File: src/sv/vhd_pkg.sv
`timescale 1ns / 1ps
// vhd_pkg: widths, angle constants, arctangent table and side-band struct
// for the vector heading pipeline; depends on nothing

package vhd_pkg;

	localparam int COORD_WIDTH   = 16;
	localparam int CORDIC_STAGES = 18;
	localparam int GUARD_BITS    = 16;
	localparam int ANGLE_FRAC    = 16;

	localparam int DIFF_W  = COORD_WIDTH + 1;
	localparam int X_W     = DIFF_W + GUARD_BITS + 3;
	localparam int Z_W     = 25;
	localparam int HEAD_W  = 17;
	localparam int IDX_W   = 5;
	localparam int NSTAGE  = CORDIC_STAGES + 3;

	localparam logic [HEAD_W-1:0] H_QUARTER = HEAD_W'(90 * 256);
	localparam logic [HEAD_W-1:0] H_HALF    = HEAD_W'(180 * 256);
	localparam logic [HEAD_W-1:0] H_THREEQ  = HEAD_W'(270 * 256);
	localparam logic [HEAD_W-1:0] H_FULL    = HEAD_W'(360 * 256);

	localparam logic signed [Z_W-1:0] Z_LIM   = Z_W'(90 << ANGLE_FRAC);
	localparam logic signed [Z_W-1:0] Z_ROUND = Z_W'(128);

	// atan(2^-i) in degrees, 16 fractional bits
	localparam logic signed [Z_W-1:0] ATAN_DEG [32] = '{
		Z_W'(2949120), Z_W'(1740967), Z_W'(919879), Z_W'(466945),
		Z_W'(234379), Z_W'(117304), Z_W'(58666), Z_W'(29335),
		Z_W'(14668), Z_W'(7334), Z_W'(3667), Z_W'(1833),
		Z_W'(917), Z_W'(458), Z_W'(229), Z_W'(115),
		Z_W'(57), Z_W'(29), Z_W'(14), Z_W'(7),
		Z_W'(4), Z_W'(2), Z_W'(1), Z_W'(0),
		Z_W'(0), Z_W'(0), Z_W'(0), Z_W'(0),
		Z_W'(0), Z_W'(0), Z_W'(0), Z_W'(0)
	};

	typedef struct packed {
		logic              special;
		logic [HEAD_W-1:0] fix_heading;
		logic              dx_neg;
		logic              dy_neg;
	} side_t;

endpackage

File: src/sv/vhd_prep.sv
`timescale 1ns / 1ps
// vhd_prep: first two stages; coordinate deltas, then magnitudes, axis
// cases and the cordic start vector; uses vhd_pkg

module vhd_prep (
	input  logic                                 clk,
	input  logic                                 ld1,
	input  logic                                 ld2,
	input  logic signed [vhd_pkg::COORD_WIDTH-1:0] begin_x,
	input  logic signed [vhd_pkg::COORD_WIDTH-1:0] begin_y,
	input  logic signed [vhd_pkg::COORD_WIDTH-1:0] end_x,
	input  logic signed [vhd_pkg::COORD_WIDTH-1:0] end_y,
	output logic signed [vhd_pkg::X_W-1:0]       x,
	output logic signed [vhd_pkg::X_W-1:0]       y,
	output vhd_pkg::side_t                       side
);

	logic signed [vhd_pkg::DIFF_W-1:0] dx_s1, dy_s1;
	logic [vhd_pkg::DIFF_W-1:0]        ax, ay;
	vhd_pkg::side_t                    side_d;

	always_ff @(posedge clk) begin
		if (ld1) begin
			dx_s1 <= vhd_pkg::DIFF_W'(end_x) - vhd_pkg::DIFF_W'(begin_x);
			dy_s1 <= vhd_pkg::DIFF_W'(end_y) - vhd_pkg::DIFF_W'(begin_y);
		end
	end

	always_comb begin
		ax = dx_s1[vhd_pkg::DIFF_W-1] ? vhd_pkg::DIFF_W'(-dx_s1) : vhd_pkg::DIFF_W'(dx_s1);
		ay = dy_s1[vhd_pkg::DIFF_W-1] ? vhd_pkg::DIFF_W'(-dy_s1) : vhd_pkg::DIFF_W'(dy_s1);
		side_d.dx_neg = dx_s1[vhd_pkg::DIFF_W-1];
		side_d.dy_neg = dy_s1[vhd_pkg::DIFF_W-1];
		side_d.special = 1'b1;
		side_d.fix_heading = '0;
		if (dx_s1 == '0) begin
			side_d.fix_heading = side_d.dy_neg ? vhd_pkg::H_HALF : '0;
		end else if (dy_s1 == '0) begin
			side_d.fix_heading = side_d.dx_neg ? vhd_pkg::H_THREEQ : vhd_pkg::H_QUARTER;
		end else begin
			side_d.special = 1'b0;
		end
	end

	// x starts from |dy| and y from |dx|: the angle is atan(|dx|/|dy|)
	always_ff @(posedge clk) begin
		if (ld2) begin
			x    <= vhd_pkg::X_W'(ay) << vhd_pkg::GUARD_BITS;
			y    <= vhd_pkg::X_W'(ax) << vhd_pkg::GUARD_BITS;
			side <= side_d;
		end
	end

endmodule

File: config.mk
export PLATFORM = sky130hd
export DESIGN_NAME = vhd_prep
export DESIGN_NICKNAME = d
export VERILOG_FILES = /design/src/sv/vhd_pkg.sv /design/src/sv/vhd_prep.sv
export SDC_FILE = /design/constraint.sdc
export NUM_CORES = 1
export LEC_CHECK = 0
export BUFFER_PORTS_ARGS = -buffer_cell sky130_fd_sc_hd__buf_2
export CORE_MARGIN = 4
export CORE_UTILIZATION = 56
export CTS_BUF_LIST = sky130_fd_sc_hd__clkbuf_4 sky130_fd_sc_hd__clkbuf_8
export DETAILED_ROUTE_END_ITERATION = 10
export PLACE_DENSITY = 0.87
export SYNTH_ARGS = -nofsm -noshare
export SYNTH_HDL_FRONTEND = slang
export SYNTH_SLANG_ARGS = --single-unit
File: constraint.sdc
create_clock -name clk -period 6 [get_ports clk]
set_input_delay 0.9 -clock clk [delete_from_list [all_inputs] [get_ports clk]]
set_output_delay 0.9 -clock clk [all_outputs]
set_load 0.01 [all_outputs]
==> out/qor.csv <==
stage,metric,value,unit
grt,grtUsageTotal,17.0,%
grt,grt_pass1_wl,14.2,mm
clock_tree,root_buffer,clkbuf_8,
grt,first_global_vias,3170,
min_path,hold_start,dy_s1[0]$_DFFE_PP_,
setup_path,crit_start,end_y[0],
die,die_h,103,um
place,hpwl,7.37,mm
sta,rsz0062_at_grt,no,
yosys,yosysSeqAreaShare,46.1,%
final_layout,fill_cells,675,
yosys,synthCells,474,
route,ant_nets,0,
sta,max_freq,0.353,GHz
yosys,ys_ff_latch,77,
die,start_util,57.5,%
clock_tree,clk_latency,0.34,ns
power_and_ir_drop,p_leak,0.00263,uW
route,num_vias,3493,
sta,setup_violations,0,
clock_tree,post-cts-setup-buffers,0,
route,drc_errors,0,
die,rows,34,
final_layout,final_layout_size_suffix_gt1_share,22.7,%
run_status,status,finished clean,
die,dieArea,0.0105,mm2
setup_path,path_delay_family,compound AO/OA/AOI/OAI gates,
die,num_io_pins,159,
clock_tree,clock_sinks,77,
place,place_congestion,0.900,
setup_path,required,6.05,ns
flow_run,cap_violations,0,
final_layout,utilization,65.4,%
yosys,synth_cell_types,54,
yosys,synth-edff-count,77,
clock_tree,path_clk_slew,0.07,ns
route,wire_per_inst,12.9,um
yosys,syn-cell-area,0.00502,mm2
setup_path,path_max_fanout,3,
grt,antenna_found_initial,0,
grt,grt_overflow,0,
sta,fin_skew,0.0131,ns
clock_tree,hold_buffers,0,
setup_path,startpoint_type,input port,
setup_path,cp_data_arrival_time,2.89,ns
power_and_ir_drop,power_density,269,mW/mm2
clock_tree,clockBufferDepth,2,
min_path,hold_path_class,flip-flop to flip-flop,
sta,maxSlewHeadroom,41.5,%
yosys,ys.flop_type,edfxtp_1,
final_layout,regArea,0.00231,mm2
sta,period_needed,2.84,ns
yosys,netlist.area_leader.share,46.1,%
sta,timing.final.crit_share,47.3,%
setup_path,endpoint_kind,flip-flop,
yosys,yosysTopAreaCell,edfxtp_1,
yosys,synth_area_leaders,"edfxtp_1 (46%), ha_1 (9.0%), buf_4 (7.3%), xnor2_1 (7.2%), inv_1 (4.1%)",
setup_path,regToRegSetupSlack,3.30,ns
final_layout,n_antenna_cell,0,
clock_tree,cts_tree,done,
setup_path,reg2reg_from,dx_s1[8]$_DFFE_PP_,
setup_path,cpMaxStageDelayCell,fa_1,
die,die_w,103,um
final_layout,nNetsFinal,690,
setup_path,critPathBufInv,2,
clock_tree,htreeDepth,3,
setup_path,path_cells,"buf_2, inv_1, ha_1, fa_1, nand2b_1, a21oi_1, o211ai_1, o21ai_1, mux2i_1, o311ai_0",
place,portBuffers,111,
clock_tree,cts_buffers,9,
route,wl,9.00,mm
grt,grt_max_degree,44,
route,routed_via_density,5.00,
yosys,yosysMostFrequentCell,edfxtp_1,
setup_path,slowest_delay,0.42,ns
sta,slew_viol_final,0,
sta,finalHoldViolCount,0,
yosys,ys_warn_count,0,
yosys,synth-async-reset-ratio,0,%
route,first_pass_iters,4,
sta,setup_tns,0,ns
sta,worst_pin_slew,0.878,ns
yosys,yosys-top-cells-count,"edfxtp_1 (77), inv_1 (55), buf_4 (49), xnor2_1 (41), ha_1 (36)",
setup_path,path_class,input port to flip-flop,
route,drtIter0Drc,143,
yosys,syn_avg_cell_area,10.6,um2
final_layout,syn_to_final_growth,13.7,%
clock_tree,cts-resized-gates,0,
die,coreArea,0.00872,mm2
power_and_ir_drop,vdd_drop_max,0.113,mV
final_layout,multi_input_area,0.00227,mm2
-- kinds of logic after synthesis --
kind of cell | count (synthesis) | synth area share (%)
compound gates | 94 | 12.3
xor+xnor | 51 | 8.90
fa+ha+maj | 38 | 9.78
buf+inv | 112 | 12.1
flops | 77 | 46.1
mux | 3 | 0.599
other cells | 1 | 0.0748
simple gates | 98 | 10.1
-- cell type report --
type / count / area share [%]
sequential: 77 / 40.5
multi-input combinational: 331 / 39.8
timing repair buffer: 111 / 9.74
inverter: 55 / 3.62
tap: 108 / 2.37
clock buffer: 9 / 2.17
clock inverter: 7 / 1.75
-- registers in the layout, summed over array words and instances, names as in the netlist --
register,flops
dy_s1,17
x,17
side,9
dx_s1,17
y,17
-- power by group --
group | internal (uW) | leakage (uW) | total, uW | switching (uW)
combinational | 163 | 0.00176 | 361 | 197
clock | 235 | 0.000102 | 418 | 183
sequential | 703 | 0.000761 | 756 | 52.9
-- placed cells by master, fill, tap and decap left out, types with 16 or more instances in the layout --
master,n
edfxtp_1,77
nor2_1,16
o21ai_0,23
xnor2_1,41
inv_1,55
ha_1,36
a21oi_1,23
nand2_1,27
conb_1,47
buf_2,111
-- metal layers --
metal	vias up	wire length (um)	track usage, %
met5	-	0	0
met4	0	93	5.75
met3	7	705	3.79
met2	133	4150	27.3
met1	1556	4050	22.9
li1	1797	-	-
-- path summary, 6_finish.rpt --
path,end,cells past startpoint
setup reg to reg,side[12]$_DFFE_PP_,7
setup / recovery,dy_s1[14]$_DFFE_PP_,10
hold reg to reg,x[16]$_DFFE_PP_,0
hold / removal,x[16]$_DFFE_PP_,0
-- per-stage QoR --
step           hold slack (ns)  total power, uW  instance area, um2  worst slack, ns  std cells
2_1_floorplan            0.424             1030                5190             3.18        520
6_report                 0.497             1530                5700             3.16        698
3_5_place_dp             0.483             1130                5480             2.85        682
5_1_grt                  0.530             1620                5700             3.09        698
3_3_place_gp             0.466             1110                5480             2.96        682
4_1_cts                  0.501             1540                5700             3.20        698
Note: power is estimated with default switching activity, not from simulation.
