File: config.mk
export PLATFORM = sky130hd
export DESIGN_NAME = vhd_place
export DESIGN_NICKNAME = d
export VERILOG_FILES = /design/src/sv/vhd_pkg.sv /design/src/sv/vhd_place.sv
export SDC_FILE = /design/constraint.sdc
export NUM_CORES = 1
export LEC_CHECK = 0
export BUFFER_PORTS_ARGS = -buffer_cell sky130_fd_sc_hd__buf_4
export CAP_MARGIN = 20
export CORE_UTILIZATION = 40
export DETAILED_ROUTE_END_ITERATION = 8
export SLEW_MARGIN = 20
export SYNTH_ARGS = -nofsm -noshare
export SYNTH_HDL_FRONTEND = slang
export SYNTH_SLANG_ARGS = --single-unit
File: constraint.sdc
create_clock -name clk -period 7 [get_ports clk]
set_input_delay 1.4 -clock clk [delete_from_list [all_inputs] [get_ports clk]]
set_output_delay 1.4 -clock clk [all_outputs]
set_load 0.005 [all_outputs]
File: src/sv/vhd_pkg.sv
`timescale 1ns / 1ps
// vhd_pkg: widths, angle constants, arctangent table and side-band struct
// for the vector heading pipeline; depends on nothing

package vhd_pkg;

	localparam int COORD_WIDTH   = 16;
	localparam int CORDIC_STAGES = 18;
	localparam int GUARD_BITS    = 16;
	localparam int ANGLE_FRAC    = 16;

	localparam int DIFF_W  = COORD_WIDTH + 1;
	localparam int X_W     = DIFF_W + GUARD_BITS + 3;
	localparam int Z_W     = 25;
	localparam int HEAD_W  = 17;
	localparam int IDX_W   = 5;
	localparam int NSTAGE  = CORDIC_STAGES + 3;

	localparam logic [HEAD_W-1:0] H_QUARTER = HEAD_W'(90 * 256);
	localparam logic [HEAD_W-1:0] H_HALF    = HEAD_W'(180 * 256);
	localparam logic [HEAD_W-1:0] H_THREEQ  = HEAD_W'(270 * 256);
	localparam logic [HEAD_W-1:0] H_FULL    = HEAD_W'(360 * 256);

	localparam logic signed [Z_W-1:0] Z_LIM   = Z_W'(90 << ANGLE_FRAC);
	localparam logic signed [Z_W-1:0] Z_ROUND = Z_W'(128);

	// atan(2^-i) in degrees, 16 fractional bits
	localparam logic signed [Z_W-1:0] ATAN_DEG [32] = '{
		Z_W'(2949120), Z_W'(1740967), Z_W'(919879), Z_W'(466945),
		Z_W'(234379), Z_W'(117304), Z_W'(58666), Z_W'(29335),
		Z_W'(14668), Z_W'(7334), Z_W'(3667), Z_W'(1833),
		Z_W'(917), Z_W'(458), Z_W'(229), Z_W'(115),
		Z_W'(57), Z_W'(29), Z_W'(14), Z_W'(7),
		Z_W'(4), Z_W'(2), Z_W'(1), Z_W'(0),
		Z_W'(0), Z_W'(0), Z_W'(0), Z_W'(0),
		Z_W'(0), Z_W'(0), Z_W'(0), Z_W'(0)
	};

	typedef struct packed {
		logic              special;
		logic [HEAD_W-1:0] fix_heading;
		logic              dx_neg;
		logic              dy_neg;
	} side_t;

endpackage

File: src/sv/vhd_place.sv
`timescale 1ns / 1ps
// vhd_place: output stage; clamps and rounds the cordic angle, places it in
// its quadrant and applies the axis cases; uses vhd_pkg

module vhd_place (
	input  logic                              clk,
	input  logic                              ld,
	input  logic signed [vhd_pkg::Z_W-1:0]    z_in,
	input  vhd_pkg::side_t                    side_in,
	output logic [vhd_pkg::HEAD_W-1:0]        heading
);

	logic signed [vhd_pkg::Z_W-1:0] zc, zr;
	logic [vhd_pkg::HEAD_W-1:0]     phi, h;

	always_comb begin
		zc = z_in;
		if (z_in[vhd_pkg::Z_W-1])
			zc = '0;
		else if (z_in > vhd_pkg::Z_LIM)
			zc = vhd_pkg::Z_LIM;
		zr  = zc + vhd_pkg::Z_ROUND;
		phi = vhd_pkg::HEAD_W'(zr >>> 8);
		case ({side_in.dx_neg, side_in.dy_neg})
			2'b00:   h = phi;
			2'b01:   h = vhd_pkg::H_HALF - phi;
			2'b11:   h = vhd_pkg::H_HALF + phi;
			default: h = vhd_pkg::H_FULL - phi;
		endcase
		// a heading that rounds to a full turn wraps to zero
		if (h >= vhd_pkg::H_FULL)
			h = h - vhd_pkg::H_FULL;
		if (side_in.special)
			h = side_in.fix_heading;
	end

	always_ff @(posedge clk) begin
		if (ld)
			heading <= h;
	end

endmodule

==> results of run 1 <==
[Yosys cell counts (3+ instances only)]
cell type / count
inv_1: 16
a21o_1: 4
or4_1: 5
nor4_1: 6
o211ai_1: 7
xnor2_1: 14
nor3_1: 12
and2_1: 6
a211oi_1: 4
ha_1: 10
nor4_4: 3
nand3_1: 17
clkbuf_1: 9
mux2_2: 4
nand2_1: 26
or3_1: 6
and3_1: 3
xor2_1: 3
a21oi_1: 11
a22oi_1: 3
nor2_1: 27
o2111ai_1: 5
o22ai_1: 4
nor2b_1: 3
o21a_1: 7
o21ai_2: 3
buf_2: 4
o41ai_1: 3
and4_1: 6
edfxtp_1: 17
mux2i_1: 5
o21ai_0: 15
nand2b_1: 3
a31oi_1: 7
nand4_1: 6
[metrics by stage]
stage / hold WS, ns / instance area, um2
after CTS: 1.415 / 3318
final: 1.417 / 3318
after detailed placement: 1.674 / 3272
after global routing: 1.416 / 3318
after global placement: 1.674 / 3272
after floorplan: 1.513 / 2771
[logic make-up after synthesis]
logic type | Yosys count | share of synthesized area [%]
other | 1 | 0.1353
multiplexers | 11 | 4.379
XOR/XNOR | 17 | 5.373
AO/OA/AOI/OAI | 109 | 30.83
flip-flops | 17 | 18.42
buffers and inverters | 33 | 5.056
AND/OR/NAND/NOR | 144 | 31.29
adder cells (fa/ha/maj) | 10 | 4.515
[worst min-delay path, stage by stage]
cell and delay (ns):
buf_4 0.08, nand2_1 0.04, nand2_1 0.04
[worst paths after layout]
path / startpoint / end / slack (ns)
setup / recovery: z_in[0] / heading[14] / 0.70
hold / removal: side_in[4] / heading[2] / 1.42
[cell type report]
cell class,count,area (um2),share of cell area [%]
Clock buffer,3,41.29,1.244
Clock inverter,1,5.005,0.1508
Inverter,17,63.81,1.923
Multi-Input combinational cell,292,2121,63.91
Sequential cell,17,510.5,15.38
Tap cell,77,96.34,2.903
Timing Repair Buffer,64,480.5,14.48
[routing by layer]
layer  vias up  track usage [%]  part of all wire, %
met1      1327            29.37                   47
li1       1447                -                    -
met2       111            37.39                   46
met5         -                0                    0
met4         0            4.006                 0.51
met3         5            2.237                  6.7
[power by group]
part / switching, mW / total, mW / internal [mW]
Sequential: 0.00280 / 0.129 / 0.126
Clock: 0.0316 / 0.0711 / 0.0394
Combinational: 0.122 / 0.216 / 0.0943
Total: 0.156 / 0.416 / 0.260
[cell usage in the layout, fill, tap and decap left out, types with 5 or more instances in the layout]
cell type,n
buf_4,64
nor2_1,27
nand2_1,26
nand3_1,17
edfxtp_1,17
inv_1,16
o21ai_0,15
xnor2_1,14
nor3_1,12
a21oi_1,11
ha_1,10
o211ai_1,7
a31oi_1,7
o21a_1,7
and2_1,6
nor4_1,6
and4_1,6
nand4_1,6
or3_1,6
mux2i_1,5
or4_1,5
o2111ai_1,5
==> results.txt, run 1 <==
----------------------------------------------------
[Clock network]
  Total CTS buffers ... 3
  Clock transition at path regs ... 0.06 ns
  Gates resized, CTS repair ... 0
  Clock net sink count ... 17
  Hold-fix buffers, CTS ... 0
  Root buf cell ... clkbuf_8
  Number of buffers inserted by post-CTS setup repair ... 0
  Htree depth ... 1
  CTS max path bufs ... 2
  TritonCTS clock tree ... yes

[Cells and area]
  Relative area change from synthesis to final layout ... 19.73%
  Share of post-route cells with drive strength above 1 ... between 20% and 30%
  Register ranked first by flip-flop count ... heading
  Layout net count ... 452
  Number of non-filler instances in the completed layout ... 471
  Core occupancy in the finished layout ... 50.80%
  Count of filler cells inserted in the layout ... 632
  Largest registers ... heading: 17 flops
  Antenna diode count ... 0
  Flip-flop count of the largest register after layout ... 17

[Min path]
  Count of cells along the worst hold path ... 3
  Worst min-delay path category ... in -> reg

[STA]
  Rel. slew slack ... 56.69%
  Highest attainable clock frequency ... 158.8 MHz
  Final period demand of the worst path ... between 6 and 7 ns
  Min setup slack post-route ... 0.7019 ns
  Number of hold violations in the final report ... 0
  Number of pins with negative max-slew slack in the final report ... 0
  Post-route setup TNS ... 0 ns
  Setup repair after global routing missed its margin ... no
  Post-route fraction of the period consumed by the critical path ... 89.97%
  Endpoints failing setup ... 0
  Slew of the pin with the lowest slew margin ... around 0.63 ns

[Critical path]
  Sort of element at the start of the critical path ... input port
  Top delay family on crit path ... simple AND/OR/NAND/NOR gates
  Number of buffer and inverter stages on the critical path ... 3
  Cells along the critical path ... buf_4 -> nor4_1 -> and4_1 -> a22o_1 -> and2_1 -> ha_1 -> nand3b_1 -> nor4_4 -> mux2i_1 -> and2_1 -> inv_1 -> ha_1 -> a21o_1 -> a311o_1 -> nand3_1 -> a211o_1 -> ha_1 -> inv_1 -> a41oi_1 -> o21bai_1 -> and4_1 -> o31ai_1
  Endpoint arrival time on the critical path ... 6.38 ns
  Category of the worst setup path capture point ... flop
  Slowest Stage Delay on Critical Path ... 0.40 ns
  Endpoint required time on the critical path ... ~7.1 ns
  Dominant cell type by count on the critical path ... ha_1
  Worst-path fanout max ... 12
  Cell with the largest stage delay on the worst path ... ha_1
  Category of the critical setup timing path ... in -> reg
  Stages on the worst setup path ... 22

[Synth]
  Sequential cell area fraction in the yosys report ... 18.42%
  Distinct cell type count of the synthesized netlist ... 80
  Yosys top cell by area ... edfxtp_1
  Synthesized netlist cell count ... between 300 and 400
  Main synth FF type ... edfxtp_1
  Yosys warns ... 0
  Top post-synthesis cells by area ... edfxtp_1 18%, ha_1 4.5%, xnor2_1 4.4%
  Synth Area per Inst ... 8.104 um2
  Number of synthesized register bits ... 17
  Fraction of synthesis flops using an asynchronous set or reset pin ... 0%
  Summed instance area of the synthesized netlist ... 2771 um2
  Number of synthesized flops with an enable pin ... 17
  Share of the synthesized area in the top cell type ... 18.42%
  Net count of the mapped netlist ... 399

[Drt]
  Drc violations ... 0
  Mean routed wirelength per cell ... about 16 um
  Number of vias in the routed layout ... 2890
  Number of violations reported at the end of detailed-routing iteration 0 ... 218
  Post-DR vias/cell ... ~6.1
  Router iterations before antenna repair ... 5
  Wirelength, routed ... 7769 um
  Final ANT Viol Nets ... 0

[Power and ir drop]
  Worst vdd rail ir drop ... 0.00005344 V
  Cell area power density ... 125.5 nW/um2
  Total Power Consumption ... 0.4164 mW
  Static power due to leakage ... 1.309 nW

[Global route]
  Grt ovf ... 0
  Number of antenna violations at the first check in global routing ... 0
  Number of global-route vias before repair ... 2672
  Pin count of the biggest net entering global routing ... 20
  Wire length of the first global-routing pass ... 12850 um
  Global-route usage over all layers ... a little over a fifth

[Floorplan]
  Die area ... ~7300 um2
  Standard-cell rows ... 29
  Core Box Area ... 6531 um2
  Effective utilization at floorplan ... about 42%
  Die Height ... between 80 and 90 um
  Boundary pin count ... 64
  Die Span X ... ~85 um

[Place]
  Input/output buffers ... 63
  Global placer's final weighted congestion ... 0.9595
  Number of cells after detailed placement ... 467
  Pre-CTS setup slack ... 0.5330 ns
  Hpwl dp ... 6262 um

[Run status]
  Status ... finished, final reports clean

[Job]
  Max-cap violations ... 0

----------------------------------------------------
Power figures use the tool's default switching activity.
==> inputs of run 2 (changes only) <==
--- a/config.mk
+++ b/config.mk
@@ -9,6 +9,7 @@
 export CAP_MARGIN = 20
 export CORE_UTILIZATION = 40
 export DETAILED_ROUTE_END_ITERATION = 8
+export REMOVE_ABC_BUFFERS = 1
 export SLEW_MARGIN = 20
 export SYNTH_ARGS = -nofsm -noshare
 export SYNTH_HDL_FRONTEND = slang
==> run 2 against run 1 <==
Critical path depth is the same. Global-route usage grew 0.11 points. Largest power group unchanged. Sequential power is essentially flat. Die area is the same. Setup slack lost 0.10 ns. Largest cell class unchanged. Core utilization shrank 0.13 points. Clock power shrank 1%. Sequential share of layout area is essentially flat. Clock-buffer cell count grew 1. Critical endpoint unchanged.
==> results.txt, run 2 (synthesis gave the netlist of run 1 again) <==
----------------------------------------------------
[Run status]
  Status ... finished, final reports clean

[Global route]
  Number of antenna violations at the first check in global routing ... 0 (unchanged)
  Wire length of the first global-routing pass ... 12970 um (+0.97%)
  Global-route usage over all layers ... 21.74% (+0.11 points)
  Top Usage Layer GRT ... met2
  GR Layer Usage met3 ... 1.751% (-0.49 points)
  Met2 Track Usage GR ... 35.12% (-2.3 points)
  Pin count of the biggest net entering global routing ... 20 (unchanged)
  Number of global-route vias before repair ... 2660 (-0.45%)
  Grt met1 use ... 30.71% (+1.3 points)
  Grt ovf ... 0 (unchanged)

[STA]
  Rel. slew slack ... 56.21% (-0.48 points)
  Setup repair after global routing missed its margin ... no
  Final period demand of the worst path ... 6.400 ns (+0.1020 ns)
  Number of hold violations in the final report ... 0 (unchanged)
  Slew of the pin with the lowest slew margin ... 0.6386 ns (+0.006995 ns)
  Min setup slack post-route ... 0.5998 ns (-0.1020 ns)
  Endpoints failing setup ... 0 (unchanged)
  Post-route setup TNS ... 0 ns (unchanged)
  Number of pins with negative max-slew slack in the final report ... 0 (unchanged)
  Highest attainable clock frequency ... 156.2 MHz (-1.6%)
  Post-route fraction of the period consumed by the critical path ... 91.43% (+1.5 points)

[Clock network]
  CTS max path bufs ... 2 (unchanged)
  Root buf cell ... clkbuf_8
  Hold-fix buffers, CTS ... 0 (unchanged)
  Total CTS buffers ... 3 (unchanged)
  Clock transition at path regs ... 0.06 ns (about the same)
  Htree depth ... 1 (unchanged)
  Gates resized, CTS repair ... 0 (unchanged)
  TritonCTS clock tree ... yes
  Number of buffers inserted by post-CTS setup repair ... 0 (unchanged)
  Clock net sink count ... 17 (unchanged)

[Cells and area]
  Layout net count ... 451 (-0.22%)
  Antenna diode count ... 0 (unchanged)
  Share of post-route cells with drive strength above 1 ... 24.17% (-0.45 points)
  Highest-count cells in the layout ignoring fill and taps ... 63 x buf_4, 27 x nor2_1, 26 x nand2_1
  Flip-flop count of the largest register after layout ... 17 (unchanged)
  Relative area change from synthesis to final layout ... 19.41%
  Cell area after layout ... 3309 um2 (-0.26%)
  Largest registers ... heading: 17 flops
  Leading cell type in the layout, fill and taps excluded ... buf_4
  Register ranked first by flip-flop count ... heading

[Min path]
  End point of the worst hold path ... heading[2]
  Count of cells along the worst hold path ... 3 (unchanged)
  Hold Startpoint ... side_in[4]
  Worst min-delay path category ... in -> reg

[Critical path]
  Endpoint required time on the critical path ... 7.07 ns (about the same)
  Category of the critical setup timing path ... in -> reg
  Category of the worst setup path capture point ... flop
  Sort of element at the start of the critical path ... input port
  Endpoint arrival time on the critical path ... 6.47 ns (+0.09 ns)
  Worst-path fanout max ... 12 (unchanged)

[Floorplan]
  Die Height ... 85.24 um (unchanged)
  Core Box Area ... 6531 um2 (unchanged)
  Boundary pin count ... 64 (unchanged)
  Die Span X ... 85.24 um (unchanged)
  Effective utilization at floorplan ... 42.43% (unchanged)
  Die area ... 7265 um2 (unchanged)
  Standard-cell rows ... 29 (unchanged)

[Drt]
  Wirelength, routed ... 7743 um (-0.33%)
  Drc violations ... 0 (unchanged)
  Number of violations reported at the end of detailed-routing iteration 0 ... 113 (-48%)
  Mean routed wirelength per cell ... 16.47 um (-0.12%)
  Router iterations before antenna repair ... 4 (-1)
  Post-DR vias/cell ... 6.185 (+0.80%)
  Final ANT Viol Nets ... 0 (unchanged)
  Number of vias in the routed layout ... 2907 (+0.59%)

[Place]
  Hpwl dp ... 6146 um (-1.9%)
  Global placer's final weighted congestion ... 0.9221 (-3.9%)
  Dpl cell area ... 3264 um2 (-0.23%)
  Input/output buffers ... 63 (unchanged)
  Pre-CTS setup slack ... 0.3567 ns (-0.1763 ns)

[Power and ir drop]
  Static power due to leakage ... 1.301 nW (-0.61%)
  Cell area power density ... 125.3 nW/um2 (-0.18%)
  Worst vdd rail ir drop ... 0.00005523 V (+3.4%)
  Total Power Consumption ... 0.4146 mW (-0.44%)

[Job]
  Max-cap violations ... 0 (unchanged)

----------------------------------------------------
==> run 2: cell count changes in the layout (fill, tap and decap cells not counted) <==
cell and change:
buf_4 -1, clkinv_2 -1, clkbuf_1 +1
==> run 2: layout make-up <==
type	instances	area, um2
fillers	638	3222
multi-input cells	292	2121
repair buffers	63	473.0
inverters	17	63.81
clock buffers	4	45.04
flip-flops and latches	17	510.5
well taps	77	96.34
==> run 2: critical path, cell delays in order <==
cell	delay, ns
buf_4	0.13
nor4_1	0.40
and4_1	0.32
a22o_1	0.35
and2_1	0.18
ha_1	0.38
nand3b_1	0.30
nor4_4	0.27
mux2i_1	0.33
and2_1	0.18
inv_1	0.11
ha_1	0.26
a21o_1	0.16
a311o_1	0.31
nand3_1	0.07
a211o_1	0.20
ha_1	0.31
inv_1	0.06
a41oi_1	0.22
o21bai_1	0.10
and4_1	0.21
o31ai_1	0.21
==> run 2: how the worst max path moves through the flow <==
stage | depth (start not counted) | slack (ns) | to | from
final | 22 | 0.60 | heading[14] | z_in[23]
after global routing | 22 | 0.16 | heading[14] | z_in[0]
after CTS | 22 | 0.61 | heading[14] | z_in[23]
after detailed placement | 22 | 0.36 | heading[14] | z_in[23]
after global placement | 21 | 0.53 | heading[12] | z_in[21]
after floorplan | 20 | 1.30 | heading[12] | z_in[23]
==> run 2: power breakdown <==
group | leakage [nW] | internal [mW] | switching (mW)
combinational | 1.11 | 0.0940 | 0.121
clock | 0.0228 | 0.0403 | 0.0301
sequential | 0.165 | 0.126 | 0.00276
total | 1.30 | 0.261 | 0.154
==> run 2: metrics by stage <==
step	utilization, %	instances	hold slack, ns
floorplan	-	326	1.513
global placement	49.98	466	1.678
detailed placement	49.98	466	1.676
CTS	50.67	470	1.416
global route	50.67	470	1.441
finish	50.67	470	1.418
==> run 2: per-layer routing <==
layer / vias to the layer above / wire length [um]
met1: 1325 / 3643
li1: 1441 / -
met3: 12 / 517
met2: 129 / 3484
met4: 0 / 98
met5: - / 0
