===== src/sv/vhd_pkg.sv =====
`timescale 1ns / 1ps
// vhd_pkg: widths, angle constants, arctangent table and side-band struct
// for the vector heading pipeline; depends on nothing

package vhd_pkg;

	localparam int COORD_WIDTH   = 16;
	localparam int CORDIC_STAGES = 18;
	localparam int GUARD_BITS    = 16;
	localparam int ANGLE_FRAC    = 16;

	localparam int DIFF_W  = COORD_WIDTH + 1;
	localparam int X_W     = DIFF_W + GUARD_BITS + 3;
	localparam int Z_W     = 25;
	localparam int HEAD_W  = 17;
	localparam int IDX_W   = 5;
	localparam int NSTAGE  = CORDIC_STAGES + 3;

	localparam logic [HEAD_W-1:0] H_QUARTER = HEAD_W'(90 * 256);
	localparam logic [HEAD_W-1:0] H_HALF    = HEAD_W'(180 * 256);
	localparam logic [HEAD_W-1:0] H_THREEQ  = HEAD_W'(270 * 256);
	localparam logic [HEAD_W-1:0] H_FULL    = HEAD_W'(360 * 256);

	localparam logic signed [Z_W-1:0] Z_LIM   = Z_W'(90 << ANGLE_FRAC);
	localparam logic signed [Z_W-1:0] Z_ROUND = Z_W'(128);

	// atan(2^-i) in degrees, 16 fractional bits
	localparam logic signed [Z_W-1:0] ATAN_DEG [32] = '{
		Z_W'(2949120), Z_W'(1740967), Z_W'(919879), Z_W'(466945),
		Z_W'(234379), Z_W'(117304), Z_W'(58666), Z_W'(29335),
		Z_W'(14668), Z_W'(7334), Z_W'(3667), Z_W'(1833),
		Z_W'(917), Z_W'(458), Z_W'(229), Z_W'(115),
		Z_W'(57), Z_W'(29), Z_W'(14), Z_W'(7),
		Z_W'(4), Z_W'(2), Z_W'(1), Z_W'(0),
		Z_W'(0), Z_W'(0), Z_W'(0), Z_W'(0),
		Z_W'(0), Z_W'(0), Z_W'(0), Z_W'(0)
	};

	typedef struct packed {
		logic              special;
		logic [HEAD_W-1:0] fix_heading;
		logic              dx_neg;
		logic              dy_neg;
	} side_t;

endpackage


===== src/sv/vhd_cordic_stage.sv =====
`timescale 1ns / 1ps
// vhd_cordic_stage: one registered cordic vectoring iteration;
// uses the arctangent table of vhd_pkg

module vhd_cordic_stage (
	input  logic                              clk,
	input  logic                              ld,
	input  logic [vhd_pkg::IDX_W-1:0]         idx,
	input  logic signed [vhd_pkg::X_W-1:0]    x_in,
	input  logic signed [vhd_pkg::X_W-1:0]    y_in,
	input  logic signed [vhd_pkg::Z_W-1:0]    z_in,
	input  vhd_pkg::side_t                    side_in,
	output logic signed [vhd_pkg::X_W-1:0]    x,
	output logic signed [vhd_pkg::X_W-1:0]    y,
	output logic signed [vhd_pkg::Z_W-1:0]    z,
	output vhd_pkg::side_t                    side
);

	logic signed [vhd_pkg::X_W-1:0] xs, ys;
	logic signed [vhd_pkg::Z_W-1:0] ang;

	// idx is tied to a constant per instance, so the shifts are wiring
	assign xs  = x_in >>> idx;
	assign ys  = y_in >>> idx;
	assign ang = vhd_pkg::ATAN_DEG[idx];

	always_ff @(posedge clk) begin
		if (ld) begin
			if (!y_in[vhd_pkg::X_W-1]) begin
				x <= x_in + ys;
				y <= y_in - xs;
				z <= z_in + ang;
			end else begin
				x <= x_in - ys;
				y <= y_in + xs;
				z <= z_in - ang;
			end
			side <= side_in;
		end
	end

endmodule


===== config.mk =====
export PLATFORM = sky130hd
export DESIGN_NAME = vhd_cordic_stage
export DESIGN_NICKNAME = d
export VERILOG_FILES = /design/src/sv/vhd_pkg.sv /design/src/sv/vhd_cordic_stage.sv
export SDC_FILE = /design/constraint.sdc
export NUM_CORES = 1
export LEC_CHECK = 0
export BUFFER_PORTS_ARGS = -buffer_cell sky130_fd_sc_hd__buf_2
export CORE_ASPECT_RATIO = 0.5
export CORE_MARGIN = 10
export CORE_UTILIZATION = 55
export CTS_BUF_LIST = sky130_fd_sc_hd__clkbuf_4 sky130_fd_sc_hd__clkbuf_8 sky130_fd_sc_hd__clkbuf_16
export DETAILED_ROUTE_END_ITERATION = 8
export PLACE_DENSITY_LB_ADDON = 0.3
export SLEW_MARGIN = 20
export SYNTH_ARGS = -nofsm -noshare
export SYNTH_HDL_FRONTEND = slang
export SYNTH_SLANG_ARGS = --single-unit

===== constraint.sdc =====
create_clock -name clk -period 14.4 [get_ports clk]
set_clock_uncertainty 0.15 [all_clocks]
set_input_delay 2.16 -clock clk [delete_from_list [all_inputs] [get_ports clk]]
set_output_delay 2.16 -clock clk [all_outputs]
set_load 0.02 [all_outputs]

==> results of run 1 <==
-- how the worst max path moves through the flow --
stage	end	slack, ps	depth (start not counted)
2_1_floorplan	x[34]	6460	24
3_3_place_gp	x[34]	4320	21
3_5_place_dp	x[34]	4190	21
4_1_cts	x[34]	4650	21
5_1_grt	x[34]	4140	21
6_report	x[34]	4400	21
-- per-layer routing --
metal / share of wire, % / vias to the layer above / routed length, um
li1: - / 7143 / -
met1: 42 / 7557 / 24600
met2: 43 / 987 / 25100
met3: 13 / 129 / 7900
met4: 2.1 / 6 / 1240
met5: 0.061 / - / 36
-- worst max-delay path, cell delays in order --
cell and delay, ps:
buf_6 630, buf_4 880, mux2_2 470, mux4_2 540
a221oi_1 670, nand4_1 210, nor4_1 700, nand2_1 360
o31a_1 400, mux2i_1 130, a211oi_1 340, ha_1 380
and4_1 280, a31oi_1 190, o221ai_1 160, or4_1 410
o221a_2 290, a2111oi_0 400, o21bai_1 130, a21oi_1 180
xnor2_1 80
-- area by class of cell --
cell class / count / share of cell area [%]
antenna: 4 / 0.0560
clock buffer: 18 / 2.42
clock inverter: 14 / 0.938
inverter: 50 / 1.05
multi-input combinational: 1495 / 65.7
sequential: 117 / 19.6
tap: 382 / 2.67
timing repair buffer: 256 / 7.47
-- logic make-up (layout without fill, tap and decap cells) --
group	after synthesis	count (layout)
simple gates	525	525
fa+ha+maj	106	106
mux	204	204
buf+inv	149	338
flops	117	117
other cells	0	4
xor+xnor	154	154
compound gates	506	506
-- Yosys cell counts (6+ instances only) --
library cell,number
a32oi_1,8
a31oi_1,35
a221o_1,8
a22oi_1,16
nor2_1,152
o31ai_1,8
o21ai_0,84
a211oi_1,16
buf_2,33
o2bb2ai_1,8
a221oi_1,15
and3_1,19
or3_1,10
o22ai_1,19
a21o_1,34
mux4_2,83
and2_1,13
mux2_2,38
o32ai_1,8
inv_1,45
a21oi_1,130
nand3_1,30
o21a_1,19
edfxtp_1,117
buf_1,21
mux2i_1,77
buf_6,6
nor3_1,35
xor2_1,57
clkbuf_1,35
o31a_1,10
nor2b_1,28
nand4_1,11
o211ai_1,15
o21bai_1,16
xnor2_1,97
nand2_1,166
nand2b_1,21
ha_1,103
-- power breakdown --
group          internal, mW  switching [mW]
Clock                 0.262           0.187
Sequential            0.490          0.0175
Combinational         0.387           0.632
-- registers in the layout, indices dropped and copies added, names as in the netlist --
register / flops
y: 36
x: 36
side: 20
z: 25
-- metrics by stage --
step                power, mW  utilization [%]
finish                   1.98             63.5
global route             2.08             63.5
CTS                      1.97             63.5
detailed placement       1.51             61.4
global placement         1.50             61.4
floorplan                1.22                -
==> flow_summary.ini, run 1 <==
[run_status]
outcome = completed

[grt]
grt_pass1_vias = 14700
grtUsageMet1_pct = 42.9
grt_max_degree = 82
grt_usage_pct = 31.1
grt_most_used_layer = met2
antenna_found_initial = 7
grt.overflow.total = 0
use_met2_pct = 45.4
grt_pass1_wl_mm = 88.7
grtUsageMet3_pct = 11.1

[timing]
fin_crit_ps = 10000
setup_violations = 0
grt_setup_unrepaired = no
slew_violations = 0
slew_headroom_pct = 35.1
fmax_ghz = 0.100
worst_slew_pin_slew_ps = 972
finalHoldViolCount = 0
tns_ps = 0
whs_ps = 1720
fin_ws_ps = 4400
finalCritPeriodShare_pct = 69.4

[logic_synthesis]
yosysTopAreaCell = edfxtp_1
synth_edf_count = 117
synth_area_sq_um = 16000
synth.area.mux_share_pct = 19.8
yosys.area_share.simple_pct = 15.7
yosys.area.top_type_share_pct = 22.0
yosys_most_used_dff = edfxtp_1
synthArstFlopShare_pct = 0
synth_area_leaders = edfxtp_1 22%, mux4_2 12%, ha_1 8.1%
ys_ff_latch = 117
synth_cell_types = 91
synth_seq_area_share_pct = 22.0
synthesis.nets = 1991
synth_cells = 1761
synthXorXnorAreaFrac_pct = 8.45
synth_top_family_by_area = compound AO/OA/AOI/OAI gates
yosys.area_share.adder_pct = 8.45
synth_compound_area_share_pct = 21.3
syn_avg_cell_area_sq_um = 9.06
yosysWarnings = 0

[drt]
vias = 15800
wl_per_cell_um = 25.2
routed_wl_mm = 58.8
drt_first_iter_violations = 2227
drc = 0
firstDrtPassIters = 6
ant_nets = 0
viasPerCell = 6.77

[floorplan]
dieHeight_um = 140
core_sq_um = 28100
initial_core_util_pct = 56.7
num_rows = 43
dieArea_sq_um = 36600
die_w_um = 261
pin_count = 241

[finish]
drive_gt1_share_pct = 22.6
multiInputGateArea_sq_um = 11800
final_common_cell = buf_2
synthToLayoutAreaGrowth_pct = 12.1
final_cell_mix = 236 x buf_2, 166 x nand2_1, 152 x nor2_1
stdcell_count = 2336
nFillCells = 2453
fin_area_sq_um = 17900
fin_nets = 2167
regArea_sq_um = 3510

[clock_tree]
ctsHoldBuffers = 0
clock_sink_count = 117
clk_path_buf_depth = 2
post-cts-setup-buffer-count = 0
cts_tree = yes
cts.repair.resized = 0
h-tree-depth = 4
numCtsBuffers = 17
cts_root_buffer = clkbuf_16
clkTransAtPathRegs_ps = 60

[placement]
place.gp.congestion = 1.07
io_buffers = 240
dp_cells = 2300
place_area_sq_um = 17300
place_ws_ps = 4190
dp_hpwl_mm = 45.6

[min_path]
min_path_type = input port to flop
min-delay-start = side_in[3]
hold_depth = 1
holdPathEnd = side[3]

[critical_path]
path_class = input port to flop
arrival_ps = 10060
cp.required_ps = 14460
startpoint = idx[0]
end_kind = flop
worstSetupStartpointType = input port
path_max_fanout = 81

[run]
cap_viol_max_count = 0

[power]
vdd_ir_drop_max_mv = 0.0912
leakagePower_nw = 7.33
power_density_nw_per_um2 = 111
Note: power is estimated with default switching activity, not from simulation.
==> inputs of run 2 (changes only) <==
Settings changed: CORE_UTILIZATION 55 to 54.
Clock period 14.4 ns to 8.7 ns, I/O delays scaled along.
==> run 2 against run 1 <==
Highest routed layer is now met4. First-iteration DRC count increased by 13%. Die area up 1.6%. Sequential cell count unchanged. Largest cell class unchanged. Clock power increased by 52%. Hold slack worse by 850 ps. Largest power group unchanged. Sequential share of layout area down 0.23 points. Sequential power is 66% higher.
==> flow_summary.ini, run 2 (same netlist as run 1, synthesis figures left out) <==
[floorplan]
dieHeight_um = 142
dieArea_sq_um = 37200
initial_core_util_pct = 54.9
die_w_um = 263
core_sq_um = 29100
num_rows = 44
pin_count = 241

[power]
pwr-share-comb_pct = 52.6
p_seq_share_pct = 26.2
vdd_ir_drop_max_mv = 0.158
switching_power_mw = 1.37
power_density_nw_per_um2 = 178
p_sw_share_pct = 42.4
p_int_mw = 1.86
leakagePower_nw = 7.47
power.total_mw = 3.22
power_frac_clock_pct = 21.2

[clock_tree]
ctsHoldBuffers = 0
cts_root_buffer = clkbuf_16
h-tree-depth = 4
clock_sink_count = 117
clk_path_buf_depth = 2
numCtsBuffers = 17
post-cts-setup-buffer-count = 0
clkTransAtPathRegs_ps = 60
cts_tree = yes
cts.repair.resized = 0

[critical_path]
end_kind = flop
cp.required_ps = 8760
arrival_ps = 7980
worstSetupStartpointType = input port
startpoint = idx[0]
path_class = input port to flop
path_max_fanout = 66

[finish]
stdcell_count = 2374
largest_registers = x (36), y (36), z (25)
final_cell_mix = 236 x buf_2, 166 x nand2_1, 152 x nor2_1
fin_area_sq_um = 18100
final_common_cell = buf_2
fin_nets = 2197
drive_gt1_share_pct = 23.7
synthToLayoutAreaGrowth_pct = 13.4
postLayoutCoreUtil_pct = 62.3

[timing]
tns_ps = 0
finalCritPeriodShare_pct = 91.1
setup_violations = 0
slew_violations = 0
fmax_ghz = 0.126
finalHoldViolCount = 0
worst_slew_pin_slew_ps = 1170
grt_setup_unrepaired = no
fin_crit_ps = 7920
slew_headroom_pct = 21.8

[drt]
firstDrtPassIters = 6
viasPerCell = 6.71
ant_nets = 0
wl_per_cell_um = 24.2
drt_first_iter_violations = 2527
drc = 0
routed_wl_mm = 57.5
vias = 15900

[grt]
grt_usage_pct = 29.6
grt_max_degree = 67
grt.overflow.total = 0
antenna_found_initial = 4
grt_pass1_vias = 14900
grt_pass1_wl_mm = 87.3

[min_path]
min_path_type = input port to flop
min-delay-start = side_in[9]

[placement]
place_area_sq_um = 17500
dp_cells = 2339
dp_hpwl_mm = 44.2
place.gp.congestion = 1.07
io_buffers = 240

[run_status]
outcome = completed

[run]
cap_viol_max_count = 0
run 2: changes by cell type in the layout (fill, tap and decap cells not counted), sizes merged:
| cell | previous run | this run |
|---|---|---|
| buf | 256 | 286 |
| clkinv | 5 | 12 |
| bufinv | 2 | 1 |
| clkbuf | 18 | 17 |
| diode | 4 | 3 |
| inv | 55 | 50 |
run 2: worst paths after layout:
kind / end / slack (ps) / depth (start not counted)
max: y[34] / 780 / 20
min: side[9] / 870 / 1
run 2: layout make-up:
class	instances	area (sq um)
multi-input combinational	1495	11800
fill	2555	11000
sequential	117	3510
timing repair buffer	286	1590
tap	391	489
clock buffer	17	425
inverter	50	188
clock inverter	15	131
antenna	3	7.51
run 2: power by group through the flow:
stage               combinational [mW]  clock (mW)  sequential (mW)
global placement                  1.64           0            0.848
detailed placement                1.65           0            0.855
global route                      1.83       0.716            0.857
finish                            1.70       0.684            0.843
CTS                               1.67       0.692            0.845
floorplan                        0.992           0             1.03
run 2: critical path, cell delays in order:
cell	delay, ps
buf_6	540
buf_4	760
mux4_2	640
mux2i_1	280
mux2i_1	210
a222oi_1	620
and2_1	250
a21oi_1	90
xnor2_1	420
ha_1	370
and3_1	190
a221oi_1	490
o211ai_1	290
nand4b_1	240
a32oi_1	250
a211oi_1	300
nor2_1	130
a211o_1	300
a21oi_1	170
xnor2_1	80
run 2: metrics by stage:
step | hold WS (ps) | worst slack, ps
6_report | 872 | 776
4_1_cts | 853 | 915
3_3_place_gp | 1330 | 478
5_1_grt | 856 | 222
3_5_place_dp | 1330 | 475
2_1_floorplan | 1250 | 1620
run 2: per-layer routing:
layer	share of wire (%)	up-vias	track usage, %
met5	0	-	0
met4	2.7	0	9.21
met3	13	139	9.75
met2	43	1004	45.0
met1	41	7569	39.2
li1	-	7207	-
==> inputs of run 3 (changes only) <==
Settings changed: CTS_CLUSTER_DIAMETER set to 100, RECOVER_POWER set to 25.
==> run 3 against run 2 <==
The flow now finishes with violations (capacitance limit, slew limit). Total power down 0.13%. Clock power is essentially flat. Setup slack improved by 30 ps. Fmax is 0.38% higher. Sequential cell count stayed put. Sequential power is essentially flat. Global-route usage unchanged. Hold slack lost 0.94 ps. Cell count rose by 0.13%. Critical endpoint unchanged. Largest power group unchanged. Highest routed layer unchanged.
==> flow_summary.ini, run 3 (same netlist as run 1, synthesis figures left out) <==
[run_status]
outcome = finished, violations left
violations = capacitance limit, slew limit

[power]
power_density_nw_per_um2 = 178
leakagePower_nw = 7.42
vdd_ir_drop_max_mv = 0.158

[finish]
stdcell_count = 2377
final_cell_mix = 220 x buf_2, 166 x nand2_1, 152 x nor2_1
final_common_cell = buf_2
drive_gt1_share_pct = 22.9
synthToLayoutAreaGrowth_pct = 13.3
largest_registers = x (36), y (36), z (25)
nFillCells = 2567
fin_nets = 2197

[clock_tree]
clk_path_buf_depth = 2
cts_tree = yes
clkTransAtPathRegs_ps = 60
clock_sink_count = 117
h-tree-depth = 4
cts.repair.resized = 0
numCtsBuffers = 17
cts_root_buffer = clkbuf_16
ctsHoldBuffers = 0
post-cts-setup-buffer-count = 0

[grt]
grt_pass1_wl_mm = 87.3
grt_pass1_vias = 14900
grt_usage_pct = 29.6
grt.overflow.total = 0
grt_max_degree = 67
antenna_found_initial = 4

[critical_path]
cp_slowest_stage_delay_ps = 750
arrival_ps = 7950
path_class = input port to flop
crit_family = compound AO/OA/AOI/OAI gates
critical_path.cell_chain = buf_6 -> buf_4 -> mux4_2 -> mux2i_1 -> mux2i_1 -> a222oi_1 -> and2_1 -> a21oi_1 -> xnor2_1 -> ha_1 -> and3_1 -> a221oi_1 -> o211ai_1 -> nand4b_1 -> a32oi_1 -> a211oi_1 -> nor2_1 -> a211o_1 -> a21oi_1 -> xnor2_1
path_max_fanout = 66
end_kind = flop
slowest_stage = buf_4
critPathBufInv = 2
cp.required_ps = 8760
worstSetupStartpointType = input port

[min_path]
min-delay-start = side_in[9]
hold_depth = 1
min_path_type = input port to flop
holdPathEnd = side[9]

[drt]
wl_per_cell_um = 24.2
drt_first_iter_violations = 2565
firstDrtPassIters = 6
viasPerCell = 6.69
drc = 0
met2_length_mm = 25.2
ant_nets = 0
vias = 15900
wirelength_met1_mm = 23.4
routed.top_layer = met4
routed_wl_mm = 57.4
dr_wl_met3_mm = 7.36

[timing]
finalHoldViolCount = 0
fmax_ghz = 0.127
finalCritPeriodShare_pct = 90.7
setup_violations = 0
slew_violations = 53
fin_crit_ps = 7890
slew_headroom_pct = -102
tns_ps = 0
grt_setup_unrepaired = no
worst_slew_pin_slew_ps = 3030
whs_ps = 871

[floorplan]
dieArea_sq_um = 37200
initial_core_util_pct = 54.9
dieHeight_um = 142
core_sq_um = 29100
die_w_um = 263
pin_count = 241
num_rows = 44

[run]
cap_viol_max_count = 1

[placement]
dp_cells = 2339
io_buffers = 240
place.gp.congestion = 1.07
dp_hpwl_mm = 44.2
run 3: layout make-up:
class / count / area, sq um / area share (%)
antenna: 6 / 15.0 / 0.0830
timing repair buffer: 286 / 1560 / 8.64
clock buffer: 17 / 425 / 2.35
multi-input combinational: 1495 / 11800 / 65.0
clock inverter: 15 / 131 / 0.727
tap: 391 / 489 / 2.71
sequential: 117 / 3510 / 19.4
inverter: 50 / 188 / 1.04
run 3: metal layers:
layer / GRT usage [%] / vias up
met1: 39.2 / 7595
met2: 45.0 / 956
li1: - / 7211
met4: 9.21 / 0
met3: 9.75 / 136
met5: 0 / -
run 3: metrics by stage:
step | worst slack, ps | power, mW | instance area, sq um | util [%]
3_3_place_gp | 478 | 2.49 | 17500 | 60.3
5_1_grt | 222 | 3.40 | 18100 | 62.2
6_report | 806 | 3.22 | 18100 | 62.2
3_5_place_dp | 475 | 2.51 | 17500 | 60.3
2_1_floorplan | 1620 | 2.03 | 16000 | -
4_1_cts | 915 | 3.20 | 18100 | 62.2
run 3: report_power, final:
| group | leakage [nW] | internal, mW | switching (mW) |
|---|---|---|---|
| registers | 1.15 | 0.813 | 0.0317 |
| clock network | 0.274 | 0.392 | 0.292 |
| logic | 6.00 | 0.648 | 1.04 |
| total | 7.42 | 1.85 | 1.37 |
run 3: worst max-delay path by stage:
| stage | start | to | slack, ps | cells after the start |
|---|---|---|---|---|
| floorplan | idx[0] | x[34] | 1620 | 24 |
| global placement | idx[0] | y[34] | 480 | 22 |
| detailed placement | idx[0] | y[34] | 470 | 22 |
| CTS | idx[0] | y[34] | 920 | 22 |
| global route | idx[0] | y[32] | 220 | 20 |
| finish | idx[0] | y[34] | 810 | 20 |
